**src/design/sxd_pkg.sv**
```systemverilog
`timescale 1ns / 1ps

package sxd_pkg;

	localparam int unsigned WordW = 32;
	localparam int unsigned NumKeys = 4;
	localparam int unsigned NumRounds = 32;
	// one stage per half round
	localparam int unsigned NumStages = 2 * NumRounds;

	localparam logic [WordW-1:0] SumInit = 32'hC6EF3720;
	localparam logic [WordW-1:0] DeltaNeg = 32'h61C88647;

	typedef logic [WordW-1:0] word_t;
	typedef logic [NumKeys-1:0][WordW-1:0] key_t;

	typedef struct packed {
		word_t first;
		word_t second;
		key_t  key;
		logic  last;
	} item_t;

	function automatic word_t mix(input word_t v);
		mix = v + ((v << 4) ^ (v >> 5));
	endfunction

endpackage

```
**src/design/sxd_fifo.sv**
```systemverilog
`timescale 1ns / 1ps

module sxd_fifo (
	input  logic           clk,
	input  logic           arst_n,
	input  logic           push,
	input  sxd_pkg::item_t push_item,
	output logic           full,
	input  logic           pop,
	output logic           valid,
	output sxd_pkg::item_t pop_item
);

	sxd_pkg::item_t mem_q [2];
	logic           wptr_q;
	logic           rptr_q;
	logic [1:0]     count_q;

	assign full     = (count_q == 2'd2);
	assign valid    = (count_q != 2'd0);
	assign pop_item = mem_q[rptr_q];

	always_ff @(posedge clk) begin
		if (push) begin
			mem_q[wptr_q] <= push_item;
		end
	end

	always_ff @(posedge clk or negedge arst_n) begin
		if (!arst_n) begin
			wptr_q  <= 1'b0;
			rptr_q  <= 1'b0;
			count_q <= 2'd0;
		end else begin
			if (push) begin
				wptr_q <= ~wptr_q;
			end
			if (pop) begin
				rptr_q <= ~rptr_q;
			end
			case ({push, pop})
				2'b10:   count_q <= count_q + 2'd1;
				2'b01:   count_q <= count_q - 2'd1;
				default: count_q <= count_q;
			endcase
		end
	end

endmodule

```
**config.mk**
```make
export PLATFORM = sky130hd
export DESIGN_NAME = sxd_fifo
export DESIGN_NICKNAME = d
export VERILOG_FILES = /design/src/design/sxd_pkg.sv /design/src/design/sxd_fifo.sv
export SDC_FILE = /design/constraint.sdc
export NUM_CORES = 1
export LEC_CHECK = 0
export BUFFER_PORTS_ARGS = -buffer_cell sky130_fd_sc_hd__buf_2
export CAP_MARGIN = 25
export CORE_MARGIN = 4
export CORE_UTILIZATION = 57
export DETAILED_ROUTE_END_ITERATION = 12
export PLACE_DENSITY = 0.86
export SLEW_MARGIN = 15
export SYNTH_ARGS = -nofsm -noshare
export SYNTH_HDL_FRONTEND = slang
export SYNTH_SLANG_ARGS = --single-unit
```
**constraint.sdc**
```tcl
create_clock -name clk -period 16 [get_ports clk]
set_input_delay 1.6 -clock clk [delete_from_list [all_inputs] [get_ports clk]]
set_output_delay 1.6 -clock clk [all_outputs]
set_load 0.05 [all_outputs]
```
==> impl_metrics.tcl, run 1 <==
set metrics [dict create \
    status "finished clean" \
    cpMaxStageDelayCell "dfrtp_4" \
    holdWs_ps 488 \
    yosysTopAreaCell "edfxtp_1" \
    slew_headroom_pct 26.0 \
    path_cells "buf_12 -> mux2_2 -> buf_2" \
    max_freq_ghz 0.211 \
    finClkSkew_ps 19.5 \
    tightest_slew_ps 1110 \
    syn_to_final_growth_pct 23.8 \
    switching_power_mw 1.56 \
    final_hold_viol_count 0 \
    leakagePower_nw 7.35 \
    root_buffer "clkbuf_16" \
    met2WireLength_um 16300 \
    clock_latency_ps 510 \
    setup_ws_ps 11270 \
    drive_gt1_share_pct 60.9 \
    path_max_fanout 151 \
    pre_cts_ws_ps 11850 \
    holdCritPathClass "reg -> reg" \
    pwr-share-seq_pct 36.3 \
    clock_tree.buffer_depth 3 \
    numClockSinks 390 \
    wl_met3_um 2840 \
    final_common_cell "buf_2" \
    cp.arrival_ps 3130 \
    setup_violations 0 \
    drv_slew 0 \
    grt_max_degree 152 \
    fp.dieW_um 169 \
    drtPass1Iterations 4 \
    worst-endpoint-required_ps 14400 \
    layout_common_cells "buf_2 (391), edfxtp_1 (386), mux2_4 (160)" \
    fp-row-count 58 \
    grt_first_pass_wirelength_um 44700 \
    fin_util_pct 72.3 \
    routed.top_layer "met5" \
    drc_errors 0 \
    nNetsFinal 1231 \
    via_per_inst 5.25 \
    grt_pass1_vias 7854 \
    hold_buffers 0 \
    path_buf_inv 2 \
    swShare_pct 39.2 \
    critPathCaptureType "primary output" \
    cts_tree "built" \
    crit_family "buffers and inverters" \
    ys.warnings.count 0 \
    p_per_area_mw_per_mm2 217 \
    yosysTopAreaCellShare_pct 78.4 \
    finalCriticalPeriod_ps 4730 \
    hpwlAfterDp_um 20700 \
    gr-usage-all-layers_pct 20.5 \
    die_h_um 169 \
    drv_cap 0 \
    die_area_mm2 0.0286 \
    cts_made_buffers 39 \
    wl_met1_um 10300 \
    wl_per_cell_um 21.9 \
    htree_levels 2 \
    start_kind "register" \
    grt_overflow 0 \
    coreArea_mm2 0.0253 \
    first_iter_violations 555 \
    cpPeakStageDelay_ps 960 \
    ys_seq_area_share_pct 79.1 \
    gp_congestion 0.810 \
    ios 392 \
    cts_resized 0 \
    vdd_drop_max_mv 0.186 \
    synth_area_per_cell_um2 24.0 \
    netlist_instances 617 \
    p_int_mw 2.41 \
    drtAntennaViolNets 0 \
    syn_nets 815 \
    ys_seq_elements 390 \
    fin_setup_tns_ps 0 \
    dr_total_vias 7357 \
    rsz0062_at_grt "no" \
    start_util_pct 58.4 \
    synth.distinct_cells 15 \
    port_buffers 391 \
    path_class "reg -> out" \
    antenna_found_initial 9 \
    power_frac_comb_pct 41.0 \
    routed_wl_um 30600 \
    path_clk_slew_ps 60 \
    fin_crit_sh_pct 29.6 \
    clock_power_share_pct 22.7 \
    cts_setup_buffers 0 \
    synth.cell_area_mm2 0.0148 \
    netlist_top_cells_area "edfxtp_1 (78%), mux2_4 (16%), mux2_2 (2.5%)" \
]
-- cell type report --
class                      count  area [um^2]
tap                          330          413
timing repair buffer         397         2010
multi-input combinational    204         2870
inverter                       1         3.75
fill                        1486         7030
clock buffer                  49         1060
clock inverter                21          230
sequential                   390        11700
antenna                        9         22.5
-- logic make-up (layout without fill, tap and decap cells) --
group,after synthesis,in the layout,synth area share [%]
xor gates and xnor gates,5,5,0.296
buffers and inverters,23,468,1.60
adders and majority gates,1,1,0.0846
other,0,9,0
and+or+nand+nor,5,5,0.178
DFF,390,390,79.1
muxes,193,193,18.8
-- flip-flops by register name (all words and copies together) (netlist names) --
name,cells
rptr_q,1
count_q,2
wptr_q,1
mem_q,386
-- worst paths after layout --
| path | slack, ps | start | cells past startpoint | endpoint |
|---|---|---|---|---|
| max | 11270 | rptr_q | 3 | pop_item[190] |
| min | 490 | count_q[1] | 1 | count_q[1] |
| max reg2reg | 13580 | wptr_q | 2 | mem_q[1][113] |
| min reg2reg | 490 | count_q[1] | 1 | count_q[1] |
| max in group asynchronous | 14960 | arst_n | 1 | rptr_q |
| min in group asynchronous | 890 | arst_n | 1 | count_q[1] |
-- per-layer routing --
| metal | track usage, % | vias up |
|---|---|---|
| li1 | - | 3307 |
| met1 | 22.6 | 3602 |
| met2 | 37.0 | 370 |
| met3 | 6.28 | 76 |
| met4 | 8.33 | 2 |
| met5 | 0 | - |
-- synth_stat cells (all sizes together) --
cell	count
edfxtp	386
mux2	193
buf	22
dfrtp	4
xor2	3
nor2	2
xnor2	2
and2	1
ha	1
inv	1
nor2b	1
or2	1
-- through the flow --
step | instances | power [mW] | instance area (um^2)
finish | 1401 | 3.97 | 18300
CTS | 1392 | 4.01 | 18300
global placement | 1322 | 3.07 | 17000
global route | 1399 | 4.12 | 18300
floorplan | 617 | 2.85 | 14800
detailed placement | 1322 | 3.10 | 17000
-- power by group through the flow --
| stage | combinational (mW) | clock [mW] | sequential [mW] |
|---|---|---|---|
| floorplan | 1.39 | 0 | 1.46 |
| global placement | 1.62 | 0 | 1.45 |
| detailed placement | 1.64 | 0 | 1.46 |
| CTS | 1.64 | 0.922 | 1.45 |
| global route | 1.69 | 0.973 | 1.46 |
| finish | 1.63 | 0.901 | 1.44 |
(Power assumes the default switching activity.)
==> inputs of run 2 (changes only) <==
Settings changed: CORE_UTILIZATION 57 to 47, PLACE_DENSITY 0.86 to 0.76.
Clock period 16 ns to 4 ns, I/O delays scaled along.
==> run 2 against run 1 <==
  * Register-to-register slack lost 12000 ps
  * Clock-buffer cell count is 7 higher
  * First-iteration DRC count down 33%
  * Sequential power rose to 4.0 times the previous value
  * Sequential share of layout area decreased by 0.53 points
  * Clock power increased to 3.9 times the previous value
  * Total power rose to 4.0 times the previous value
  * Cell area up 0.84%
  * Utilization shrank 12 points
==> impl_metrics.tcl, run 2 (synthesized netlist as in run 1, its figures left out) <==
set metrics [dict create \
    leakagePower_nw 7.39 \
    setup_violations 0 \
    fin_crit_sh_pct 70.6 \
    clock_latency_ps 510 \
    layout_common_cells "buf_2 (391), edfxtp_1 (386), mux2_4 (160)" \
    regMostFlops "mem_q" \
    vdd_drop_max_mv 0.685 \
    numClockSinks 390 \
    ios 392 \
    gp_congestion 0.758 \
    holdCritPathClass "in -> reg" \
    htree_levels 2 \
    worst-endpoint-required_ps 3600 \
    gr-usage-all-layers_pct 16.4 \
    start_kind "register" \
    die_h_um 185 \
    fin_setup_tns_ps 0 \
    top_regs "mem_q: 386 flops, count_q: 2 flops" \
    r2r-end "mem_q[1][120]" \
    nNetsFinal 1237 \
    clock_tree.buffer_depth 3 \
    grt_max_degree 79 \
    drtPass1Iterations 4 \
    critPathCaptureType "primary output" \
    pre_cts_ws_ps 1680 \
    rsz0062_at_grt "no" \
    min_to "mem_q[0][131]" \
    path_max_fanout 50 \
    placed_area_mm2 0.0172 \
    p_per_area_mw_per_mm2 856 \
    wl_per_cell_um 20.1 \
    root_buffer "clkbuf_16" \
    largest_reg_flops 386 \
    cts_tree "built" \
    dr_total_vias 7201 \
    syn_to_final_growth_pct 24.8 \
    status "finished clean" \
    min_path_cells 1 \
    finClkSkew_ps 13.9 \
    holdWs_ps 73.4 \
    port_buffers 391 \
    coreArea_mm2 0.0308 \
    via_per_inst 4.89 \
    r2r_cells 2 \
    first_iter_violations 371 \
    reg2reg_from "wptr_q" \
    fin_area_mm2 0.0185 \
    r2r_setup_slack_ps 1980 \
    fp-row-count 64 \
    final_cells 1472 \
    dp_cells 1392 \
    setup_ws_ps 1180 \
    final_hold_viol_count 0 \
    grt_pass1_vias 7613 \
    fp.dieW_um 185 \
    drv_cap 0 \
    max_freq_ghz 0.354 \
    routed_wl_um 29600 \
    cts_made_buffers 40 \
    hpwlAfterDp_um 20400 \
    grt_first_pass_wirelength_um 43000 \
    tightest_slew_ps 865 \
    antenna_found_initial 13 \
    grt_overflow 0 \
    start_util_pct 48.0 \
    drc_errors 0 \
    drv_slew 0 \
    drive_gt1_share_pct 61.0 \
    slew_headroom_pct 42.3 \
    drtAntennaViolNets 0 \
    die_area_mm2 0.0344 \
    path_clk_slew_ps 60 \
    min_from "push_item[131]" \
    path_class "reg -> out" \
    finalCriticalPeriod_ps 2820 \
    cp.arrival_ps 2420 \
    final_common_cell "buf_2" \
]
run 2: repair_timing:
| action | 4_1_cts | 5_1_grt |
|---|---|---|
| hold endpoints to repair | 4 | 0 |
| buffers inserted | 0 | 0 |
| resized for setup | 0 | 0 |
| hold buffers | 1 | 0 |
run 2: report_power, final:
group	leakage (nW)	total (mW)	switching [mW]	internal, mW
combinational	3.11	6.58	4.52	2.06
clock	0.614	3.50	1.42	2.08
sequential	3.67	5.72	0.295	5.42
total	7.39	15.8	6.24	9.57
run 2: worst max-delay path by stage:
stage / startpoint / to / slack (ps) / cells after the start
floorplan: push / mem_q[0][0] / 280 / 2
global route: rptr_q / pop_item[179] / 1080 / 3
CTS: rptr_q / pop_item[188] / 1120 / 3
detailed placement: rptr_q / pop_item[188] / 1680 / 3
global placement: rptr_q / pop_item[20] / 1730 / 3
finish: rptr_q / pop_item[17] / 1180 / 3
run 2: per-stage QoR:
| step | total power [mW] | utilization (%) |
|---|---|---|
| 2_1_floorplan | 11.3 | - |
| 3_3_place_gp | 12.4 | 55.7 |
| 3_5_place_dp | 12.5 | 55.7 |
| 4_1_cts | 16.0 | 59.8 |
| 5_1_grt | 16.4 | 59.8 |
| 6_report | 15.8 | 59.9 |
run 2: worst max-delay path: stages, from the launching register on:
cell and delay, ps:
dfrtp_4 850, buf_12 400, mux2_2 390, buf_2 210
run 2: layout make-up:
cell class | count | area [um^2]
tap | 396 | 495
clock buffer | 56 | 1120
fill | 2226 | 12400
inverter | 1 | 3.75
sequential | 390 | 11700
multi-input combinational | 204 | 2870
clock inverter | 16 | 125
timing repair buffer | 402 | 2130
antenna | 7 | 17.5
run 2: routing by layer:
metal	global-route usage [%]	share of wire (%)	up-vias
met5	0	0.25	-
met4	6.31	3.2	12
met3	6.70	9.9	78
met2	28.1	51	289
met1	18.3	36	3503
li1	-	-	3319
==> inputs of run 3 (changes only) <==
Settings changed: CORE_UTILIZATION 47 to 53, PLACE_DENSITY 0.76 to 0.81.
Clock period 4 ns to 2.8 ns, I/O delays scaled along.
==> run 3 against run 2 <==
  * Combinational power grew 52%
  * Via count up 16%
  * First-iteration DRC count is 89% higher
  * Worst hold slack better by 100 ps
  * Clock-buffer cell count down 8
  * Clock skew up 0.65 ps
  * Largest cell class unchanged
  * Largest power group unchanged
==> impl_metrics.tcl, run 3 (synthesized netlist as in run 1, its figures left out) <==
set metrics [dict create \
    drtAntennaViolNets 0 \
    ios 392 \
    vdd_drop_max_mv 0.808 \
    final_common_cell "buf_2" \
    holdCritPathClass "in -> async" \
    cpPeakStageDelay_ps 640 \
    r2r_setup_slack_ps 1180 \
    path_depth 3 \
    setup_ws_ps 343 \
    p_per_area_mw_per_mm2 1140 \
    wl_met1_um 12800 \
    fin_crit_sh_pct 87.8 \
    slew_headroom_pct 51.1 \
    clock_tree.buffer_depth 3 \
    wl_per_cell_um 22.2 \
    met2WireLength_um 19400 \
    die_h_um 175 \
    dr_total_vias 8356 \
    fp-row-count 60 \
    final_hold_viol_count 0 \
    cts_tree "built" \
    pre_cts_ws_ps 874 \
    grt_overflow 0 \
    path_cells "buf_12 -> mux2_2 -> buf_2" \
    worst-endpoint-required_ps 2520 \
    numClockSinks 390 \
    root_buffer "clkbuf_16" \
    path_clk_slew_ps 60 \
    cp.arrival_ps 2180 \
    fp.dieW_um 175 \
    largest_reg_flops 386 \
    antenna_found_initial 5 \
    cts_made_buffers 38 \
    layout_common_cells "buf_2 (391), edfxtp_1 (386), dlygate4sd3_1 (196)" \
    fin_setup_tns_ps 0 \
    gr-usage-all-layers_pct 23.4 \
    holdWs_ps 176 \
    wl_met3_um 3030 \
    path_buf_inv 2 \
    routed.top_layer "met5" \
    top_regs "mem_q: 386 flops, count_q: 2 flops" \
    totalPowerFinal_mw 23.3 \
    leakagePower_nw 8.26 \
    htree_levels 2 \
    critPathCaptureType "primary output" \
    regMostFlops "mem_q" \
    coreArea_mm2 0.0272 \
    cpMaxStageDelayCell "dfrtp_4" \
    drv_slew 0 \
    dp_cells 1374 \
    drtPass1Iterations 6 \
    gp_congestion 0.760 \
    tightest_slew_ps 734 \
    r2r_cells 2 \
    drc_errors 0 \
    via_per_inst 5.09 \
    grt_pass1_vias 9365 \
    port_buffers 391 \
    final_cells 1641 \
    die_area_mm2 0.0306 \
    grt_max_degree 109 \
    max_freq_ghz 0.407 \
    fill_cells 1479 \
    first_iter_violations 703 \
    path_class "reg -> out" \
    routed_wl_um 36400 \
    path_max_fanout 51 \
    grt_first_pass_wirelength_um 54900 \
    start_kind "register" \
    crit_family "flip-flops" \
    drive_gt1_share_pct 52.4 \
    status "finished clean" \
    rsz0062_at_grt "no" \
    nNetsFinal 1436 \
    clock_latency_ps 510 \
    syn_to_final_growth_pct 38.4 \
    cts_resized 0 \
    hpwlAfterDp_um 20900 \
    start_util_pct 54.4 \
    r2r-end "mem_q[1][57]" \
    reg2reg_from "wptr_q" \
    finClkSkew_ps 14.5 \
    setup_violations 0 \
    finalCriticalPeriod_ps 2460 \
    drv_cap 0 \
]
[run 3: changes by cell type in the layout (fill, tap and decap cells not counted)]
cell and change:
diode_2 -4, clkinv_2 +5, bufinv_16 +3, clkinvlp_4 +1, clkbuf_8 -3, clkinv_1 -6, clkbuf_1 -3, dlygate4sd3_1 +195
buf_12 +3, inv_6 +1, clkbuf_16 -2, buf_4 +3
[run 3: worst max path at each step]
| stage | start | slack [ps] | endpoint |
|---|---|---|---|
| floorplan | wptr_q | -890 | mem_q[0][0] |
| global placement | rptr_q | 900 | pop_item[188] |
| detailed placement | rptr_q | 870 | pop_item[188] |
| CTS | rptr_q | 320 | pop_item[191] |
| global route | rptr_q | 260 | pop_item[191] |
| finish | rptr_q | 340 | pop_item[191] |
[run 3: final cells by class]
class                           instances  area (um^2)  share of cell area, %
Sequential cell                       390        11700                   57.2
Timing Repair Buffer                  603         4160                   20.4
Multi-Input combinational cell        204         2870                   14.0
Clock buffer                           48         1020                   4.99
Tap cell                              372          465                   2.28
Clock inverter                         20          234                   1.14
Antenna cell                            3         7.51                 0.0367
Inverter                                1         3.75                 0.0183
[run 3: timing repair]
action	4_1_cts	5_1_grt
setup buffers	0	0
endpoints found under the hold margin	390	2
hold buffers	195	1
[run 3: power breakdown]
group          switching (mW)  total (mW)  internal (mW)  leakage [nW]
registers               0.392        8.14           7.75          3.67
clock network            2.10        5.15           3.06         0.622
logic                    6.83        10.0           3.22          3.97
total                    9.32        23.3           14.0          8.26
[run 3: per-layer routing]
metal	vias up	global-route usage, %
met5	-	0
met1	4117	25.9
met3	100	6.64
li1	3712	-
met2	423	42.9
met4	4	8.67
[run 3: metrics by stage]
| stage | util, % | area, um^2 |
|---|---|---|
| 2_1_floorplan | - | 14800 |
| 3_3_place_gp | 63.4 | 17200 |
| 3_5_place_dp | 63.4 | 17200 |
| 4_1_cts | 75.2 | 20400 |
| 5_1_grt | 75.3 | 20500 |
| 6_report | 75.3 | 20500 |
[run 3: worst register-to-register path, stage by stage (launching register included)]
cell,delay (ps)
dfrtp_1,420
and2_4,440
buf_12,370
